File: src/sv/dws_pkg.sv
// Shared types and codes for the deque with search.
package dws_pkg;

  localparam logic [1:0] KIND_APPEND     = 2'd0;
  localparam logic [1:0] KIND_POP_OLDEST = 2'd1;
  localparam logic [1:0] KIND_POP_NEWEST = 2'd2;
  localparam logic [1:0] KIND_SEARCH     = 2'd3;

  localparam logic [1:0] STATUS_OK    = 2'd0;
  localparam logic [1:0] STATUS_EMPTY = 2'd1;
  localparam logic [1:0] STATUS_FULL  = 2'd2;

  localparam int FillW = 7;

  typedef struct packed {
    logic [1:0]         kind;
    logic signed [31:0] item_value;
  } req_t;

  typedef struct packed {
    logic [1:0]       status;
    logic [FillW-1:0] fill_count;
    logic             found;
  } rsp_t;

endpackage

File: src/sv/deque_with_search_core.sv
// Bounded double-ended queue in a ring memory with a sequential value search.
//
//   channel   signals                 handshake
//   request   start, busy, req        accepted when start && !busy
//   result    done, result            one cycle per strobe, no back-pressure
//
// Append and removals: result in the cycle after acceptance; busy stays low, so a
// new request can be accepted every cycle.
// Search: busy until the scan ends; one memory read per cycle feeds a
// single 32-bit comparator, and the scan stops at the first match.
// Reset (rst, synchronous) empties the queue; memory contents are not cleared.
// The receiver cannot stall: each result is shown for exactly one cycle.
module deque_with_search_core #(
  parameter int DEPTH = 64
) (
  input  logic           clk,
  input  logic           rst,
  input  logic           start,
  output logic           busy,
  input  dws_pkg::req_t  req,
  output logic           done,
  output dws_pkg::rsp_t  result
);

  localparam int IW = $clog2(DEPTH);
  localparam int CW = $clog2(DEPTH + 1);
  localparam logic [IW-1:0] LastIdx = IW'(DEPTH - 1);
  localparam logic [CW-1:0] FullCnt = CW'(DEPTH);

  localparam logic S_IDLE = 1'b0;
  localparam logic S_SCAN = 1'b1;

  logic              state, state_next;
  logic [IW-1:0]     head, head_next;
  logic [IW-1:0]     tail, tail_next;
  logic [CW-1:0]     cnt, cnt_next;
  logic [IW-1:0]     ptr, ptr_next;
  logic [CW-1:0]     issued, issued_next;
  logic              rd_valid, rd_valid_next;
  logic              rd_en;
  logic [31:0]       rd_data;
  logic [31:0]       key;
  logic              done_next;
  dws_pkg::rsp_t     result_next;
  logic              mem_we;
  logic              accept;
  logic [31:0]       mem [DEPTH];

  assign accept = start && !busy;
  assign busy   = (state == S_SCAN);

  function automatic logic [IW-1:0] ring_next(input logic [IW-1:0] i);
    ring_next = (i == LastIdx) ? '0 : i + IW'(1);
  endfunction

  function automatic logic [IW-1:0] ring_prev(input logic [IW-1:0] i);
    ring_prev = (i == '0) ? LastIdx : i - IW'(1);
  endfunction

  always_comb begin
    state_next    = state;
    head_next     = head;
    tail_next     = tail;
    cnt_next      = cnt;
    ptr_next      = ptr;
    issued_next   = issued;
    rd_valid_next = 1'b0;
    rd_en         = 1'b0;
    mem_we        = 1'b0;
    done_next     = 1'b0;
    result_next   = result;
    case (state)
      S_IDLE: begin
        if (accept) begin
          result_next.status = dws_pkg::STATUS_OK;
          result_next.found  = 1'b0;
          done_next          = 1'b1;
          case (req.kind)
            dws_pkg::KIND_APPEND: begin
              if (cnt == FullCnt) begin
                result_next.status = dws_pkg::STATUS_FULL;
              end else begin
                mem_we    = 1'b1;
                tail_next = ring_next(tail);
                cnt_next  = cnt + CW'(1);
              end
            end
            dws_pkg::KIND_POP_OLDEST: begin
              if (cnt == '0) begin
                result_next.status = dws_pkg::STATUS_EMPTY;
              end else begin
                head_next = ring_next(head);
                cnt_next  = cnt - CW'(1);
              end
            end
            dws_pkg::KIND_POP_NEWEST: begin
              if (cnt == '0) begin
                result_next.status = dws_pkg::STATUS_EMPTY;
              end else begin
                tail_next = ring_prev(tail);
                cnt_next  = cnt - CW'(1);
              end
            end
            default: begin
              done_next   = 1'b0;
              state_next  = S_SCAN;
              ptr_next    = head;
              issued_next = '0;
            end
          endcase
          result_next.fill_count = dws_pkg::FillW'(cnt_next);
        end
      end
      S_SCAN: begin
        if (rd_valid && rd_data == key) begin
          done_next          = 1'b1;
          result_next.status = dws_pkg::STATUS_OK;
          result_next.found  = 1'b1;
          result_next.fill_count = dws_pkg::FillW'(cnt);
          state_next         = S_IDLE;
        end else if (issued == cnt && !rd_valid) begin
          done_next          = 1'b1;
          result_next.status = dws_pkg::STATUS_OK;
          result_next.found  = 1'b0;
          result_next.fill_count = dws_pkg::FillW'(cnt);
          state_next         = S_IDLE;
        end else if (issued != cnt) begin
          rd_en         = 1'b1;
          rd_valid_next = 1'b1;
          ptr_next      = ring_next(ptr);
          issued_next   = issued + CW'(1);
        end
      end
      default: begin
        state_next = S_IDLE;
      end
    endcase
  end

  always_ff @(posedge clk) begin
    if (rst) begin
      state    <= S_IDLE;
      head     <= '0;
      tail     <= '0;
      cnt      <= '0;
      rd_valid <= 1'b0;
      done     <= 1'b0;
    end else begin
      state    <= state_next;
      head     <= head_next;
      tail     <= tail_next;
      cnt      <= cnt_next;
      rd_valid <= rd_valid_next;
      done     <= done_next;
    end
  end

  always_ff @(posedge clk) begin
    ptr    <= ptr_next;
    issued <= issued_next;
    result <= result_next;
    if (accept) begin
      key <= req.item_value;
    end
  end

  always_ff @(posedge clk) begin
    if (mem_we) begin
      mem[tail] <= req.item_value;
    end
    if (rd_en) begin
      rd_data <= mem[ptr];
    end
  end

  a_cnt_bound: assert property (@(posedge clk) disable iff (rst) cnt <= FullCnt)
    else $error("entry count above depth");

  a_search_busy: assert property (@(posedge clk) disable iff (rst)
    (accept && req.kind == dws_pkg::KIND_SEARCH) |=> (busy && !done))
    else $error("search transaction did not start a scan");

  a_done_idle: assert property (@(posedge clk) disable iff (rst) done |-> !busy)
    else $error("result strobe while scan still running");

  a_fill_match: assert property (@(posedge clk) disable iff (rst)
    done |-> (result.fill_count == dws_pkg::FillW'(cnt)))
    else $error("reported fill count differs from held count");

  a_scan_bound: assert property (@(posedge clk) disable iff (rst)
    busy |-> (issued <= cnt))
    else $error("scan read past held entries");

endmodule
File: config.mk
export PLATFORM = sky130hd
export DESIGN_NAME = deque_with_search_core
export DESIGN_NICKNAME = d
export VERILOG_FILES = /design/src/sv/dws_pkg.sv /design/src/sv/deque_with_search_core.sv
export SDC_FILE = /design/constraint.sdc
export NUM_CORES = 2
export LEC_CHECK = 0
export ABC_AREA = 1
export BUFFER_PORTS_ARGS = -buffer_cell sky130_fd_sc_hd__buf_2
export CAP_MARGIN = 20
export CELL_PAD_IN_SITES_DETAIL_PLACEMENT = 0
export CELL_PAD_IN_SITES_GLOBAL_PLACEMENT = 1
export CORE_MARGIN = 2
export CORE_UTILIZATION = 50
export DETAILED_ROUTE_END_ITERATION = 8
export PLACE_DENSITY_LB_ADDON = 0.3
export SLEW_MARGIN = 15
export SYNTH_ARGS = -nofsm -noshare
export SYNTH_HDL_FRONTEND = slang
export SYNTH_SLANG_ARGS = --single-unit
File: constraint.sdc
create_clock -name clk -period 7 [get_ports clk]
set_input_delay 1.4 -clock clk [delete_from_list [all_inputs] [get_ports clk]]
set_output_delay 1.4 -clock clk [all_outputs]
set_load 0.01 [all_outputs]
# ---- After elaboration in Yosys (flattened, before gate mapping)
# Memories as Yosys holds them, arrays and structs flattened. A register that Yosys moved wholly into a read port is not among the register bits.
# Index checks and enable logic that the tools add are counted.
# W data, S select, Z words.
dict set report word_totals {
  output_inout_bits 12
  mem_count 1
  register_bits 77
  mem_bits_rw 2048
  in_bits 37
  elab_cells 104
}
dict set report op_classes {
  n_addsub 7
  n_bitwise 2
  eq_ne 17
  mux 49
  reduce_logical 16
}
# name words width rd rd_clocked_by_memory_dff wr line_no
set mem_list {}
lappend mem_list {mem 64 32 1 1 1 deque_with_search_core.sv:47} ;# logic [31:0] mem [DEPTH];
# cell n
set op_table {}
lappend op_table {{$mux W6} 11}
lappend op_table {{$mux W7} 7}
lappend op_table {{$eq A32 B32 Y1} 1}
lappend op_table {{$mux W10} 3}
lappend op_table {{$pmux W7 S2} 2}
lappend op_table {{$pmux W6 S2} 2}
lappend op_table {{$pmux W10 S2} 1}
lappend op_table {{$mux W1} 19}
lappend op_table {{$add A6 B1 Y6 const B} 3}
lappend op_table {{$eq A6 B6 Y1 const B} 3}
lappend op_table {{$add A7 B1 Y7 const B} 2}
lappend op_table {{$ne A2 B2 Y1 const B} 6}
lappend op_table {{$reduce_and A5 Y1} 2}
lappend op_table {{$eq A7 B7 Y1} 1}
lappend op_table {{$eq A7 B7 Y1 const B} 1}
lappend op_table {{$logic_not A7 Y1} 1}
lappend op_table {{$ne A7 B7 Y1} 1}
lappend op_table {{$sub A7 B1 Y7 const B} 1}
lappend op_table {{$logic_not A6 Y1} 1}
lappend op_table {{$sub A6 B1 Y6 const B} 1}
lappend op_table {{$pmux W1 S2} 2}
lappend op_table {{$pmux W2 S2} 1}
lappend op_table {{$reduce_and A2 Y1} 2}
lappend op_table {{$reduce_and A4 Y1} 1}
lappend op_table {{other kinds (12)} 16}

# ---- Logic depth before layout (Yosys ltp)
dict set report logic_depth {
  depth_word 7
  mapped_depth 13
  depth_no_buf 12
}

# ---- Least setup slack after synthesis
# No wires, ideal clock.
dict set report synth_path {
  kind {input-to-reg}
  from {input port req[32] in the netlist's numbering}
  to {memory mem[31][0], enable pin}
  arrival_time_ns 5.327
  n_path_buf 1
  setup_slack_ns 1.172
  path_stages 7
  cell_sequence {inv_1 > ha_1 > o21ai_1 > nor2_1 > buf_2 > inv_1 > nor4_1}
}
dict set report synth_via {
  elab_chain_len 6
}
# element line_no
set synth_lines {}
lappend synth_lines {{start, declared} deque_with_search_core.sv:20} ;# input dws_pkg::req_t req,
lappend synth_lines {{$logic_not A2 Y1} deque_with_search_core.sv:78} ;# case (req.kind)
lappend synth_lines {{$mux W1} deque_with_search_core.sv:78}
lappend synth_lines {{$mux W1} deque_with_search_core.sv:74} ;# if (accept) begin
lappend synth_lines {{$mux W1} deque_with_search_core.sv:72} ;# case (state)
lappend synth_lines {{$mux W1} deque_with_search_core.sv:168} ;# if (mem_we) begin
lappend synth_lines {{$mux W1 (implied by the code)} deque_with_search_core.sv:169} ;# mem[tail] <= req.item_value;
lappend synth_lines {{end, declared} deque_with_search_core.sv:47}
# No other way between the ends.

==> results.json <==
{
  "postRouteAntennaNets": 0,
  "cts_root_buffer": "clkbuf_16",
  "ys.flop_type": "edfxtp_1",
  "cts_resized": 0,
  "pre_cts_ws_ns": 2.46,
  "grt_usage_pct": 28.3,
  "drc": 0,
  "slowest_delay_ns": 0.71,
  "critPathBufInv": 3,
  "post-cts-setup-buffers": 0,
  "cts_tree": "built",
  "maxSlewHeadroom_pct": 22.6,
  "rsz0062_at_grt": "false",
  "synth-seq-cells": 2157,
  "drt_iter0_markers": 7556,
  "cpLargestDelayFamily": "buffers and inverters",
  "fin_skew_ns": 0.0216,
  "maxCapViolations": 0,
  "arrival_ns": 4.72,
  "cts_hold_buf": 0,
  "async_flop_share_pct": 0,
  "die_y_um": 421,
  "endpoint_kind": "flip-flop",
  "tns_ns": 0,
  "die_x_um": 421,
  "grt-ovfl-total": 0,
  "globalplace.congestion": 0.936,
  "hpwl_um": 135000,
  "h-tree-depth": 4,
  "required_ns": 7.72,
  "cts.sinks": 2157,
  "pin_count": 49,
  "path_class": "reg -> reg",
  "holdCritPathClass": "reg -> reg",
  "ys_seq_area_share_pct": 74.4,
  "yosysWarnings": 0,
  "area_delta_synth_final_pct": 11.1,
  "fin_crit_ns": 4.00,
  "numCtsBuffers": 210,
  "path_cells": "buf_4 -> inv_8 -> buf_12 -> o21ai_0 -> o22ai_1 -> nand2_1 -> nand2_1 -> nand3_1 -> nand2_1 -> nand2_1 -> nand2_1",
  "synth.top_cells.by_area": "edfxtp_1 (74%), nand2_1 (6.6%), o21ai_0 (4.1%), nor2_1 (3.9%), o22ai_1 (2.0%)",
  "synth_cell_types": 38,
  "layout_commonest_cell": "edfxtp_1",
  "core_um2": 172000,
  "clk_latency_ns": 0.87,
  "slew_violations": 0,
  "dr.pass1.iters": 6,
  "first_global_vias": 52359,
  "syn_area_per_cell_um2": 12.4,
  "worstMarginPinSlew_ns": 1.16,
  "cts.clk_slew.worst_paths_ns": 0.06,
  "hold_viol_final": 0,
  "crit_top_cell": "nand2_1",
  "nets": 6993,
  "antenna_found_initial": 16,
  "grt_pass1_wl_um": 362000,
  "synth_top_area_share_pct": 73.9,
  "setup.worst_path.start_class": "flip-flop",
  "io_buffers": 48,
  "drive_above_1_share_pct": 7.25,
  "cp_slowest_cell": "inv_8",
  "viasPerCell": 5.89,
  "synth_cells": 6997,
  "cts_buffer_depth": 3,
  "final_util_pct": 56.1,
  "status": "completed",
  "final_cell_mix": "edfxtp_1 (2135), nand2_1 (1526), nor2_1 (830), o21ai_0 (709), a21oi_1 (302)",
  "fmax_mhz": 250,
  "power_density_nw_per_um2": 285,
  "crit_fanout": 145,
  "period_share_pct": 57.1,
  "post_drt_wl_per_cell_um": 26.7,
  "vias": 55565,
  "fp.dieArea_um2": 177000,
  "grt_max_degree": 182,
  "synth_edf_count": 2135,
  "initial_core_util_pct": 50.5,
  "setup_viol": 0,
  "netlist_area_um2": 86800,
  "r2r_slack_ns": 3.00,
  "row_count": 152,
  "irDropWorstVdd_uv": 220,
  "synth_nets": 7047,
  "setup_slack_ns": 3.00,
  "yosys.area.top_type": "edfxtp_1",
  "wirelength_um": 252000,
  "total_leakage_power_uw": 0.0326
}
[layer usage]
layer / part of all wire (%) / track usage [%]
met2: 46 / 43.8
met1: 41 / 40.3
met5: 0.025 / 0
met4: 3.8 / 10.8
met3: 8.9 / 4.94
[final timing paths]
| check | from | to | depth (start not counted) |
|---|---|---|---|
| max reg2reg | ptr[1]$_DFFE_PP_ | rd_data[3]$_DFFE_PP_ | 11 |
| min reg2reg | head[0]$_SDFFE_PP0P_ | head[0]$_SDFFE_PP0P_ | 2 |
| max | ptr[1]$_DFFE_PP_ | rd_data[3]$_DFFE_PP_ | 11 |
| min | head[0]$_SDFFE_PP0P_ | head[0]$_SDFFE_PP0P_ | 2 |
[synth_stat cells, types with 22 or more instances]
| master | n |
|---|---|
| clkbuf_1 | 198 |
| a21boi_0 | 152 |
| o21ai_1 | 104 |
| nand3_1 | 147 |
| nor2_1 | 893 |
| edfxtp_1 | 2135 |
| o22ai_1 | 276 |
| o21ai_0 | 709 |
| nand2_1 | 1527 |
| dfxtp_1 | 22 |
| buf_2 | 159 |
| a21oi_1 | 302 |
| mux2i_1 | 28 |
| a21boi_1 | 63 |
| buf_4 | 41 |
| inv_1 | 121 |
[power by group]
group          internal, uW  leakage (uW)  switching (uW)
clock                  6290       0.00326            4840
combinational           441       0.00988            1580
sequential            14300        0.0194            39.2
[per-stage QoR]
step                cells  instance area (um2)  hold WS, ns  power (uW)
CTS                  9408                96000        0.508       27500
global route         9428                96400        0.528       28200
global placement     9020                89300        0.487       16600
finish               9429                96400        0.510       27500
floorplan            6997                86800        0.455       15600
detailed placement   9021                89300        0.494       16600
[area by class of cell]
cell class              instances  area, um2
diodes                          1       2.50
clock buffers                 254       5480
clock inverters               133       1190
fillers                     14128      75500
inverters                     126        509
multi-input cells            4290      20200
flip-flops and latches       2157      64600
well taps                    2310       2890
repair buffers                158       1550
[tightest hold or removal path, stage by stage, from the launching register on]
cell and delay, ns:
dfxtp_1 0.34, nand2_1 0.07, a21oi_1 0.05
[sequential cells by signal (all words and copies together), names as in the netlist]
name      flops
tail          6
done          1
ptr           6
head          6
mem        2048
busy          1
rd_data      32
result       10
rd_valid      1
issued        7
cnt           7
key          32
[cell families after synthesis]
logic type,synth area share [%]
XOR/XNOR,0.313
AO/OA/AOI/OAI,10.3
multiplexers,0.323
adder cells (fa/ha/maj),0.187
flip-flops,74.4
AND/OR/NAND/NOR,11.6
buffers and inverters,2.85
No activity file was read; power rests on OpenSTA's default activity.
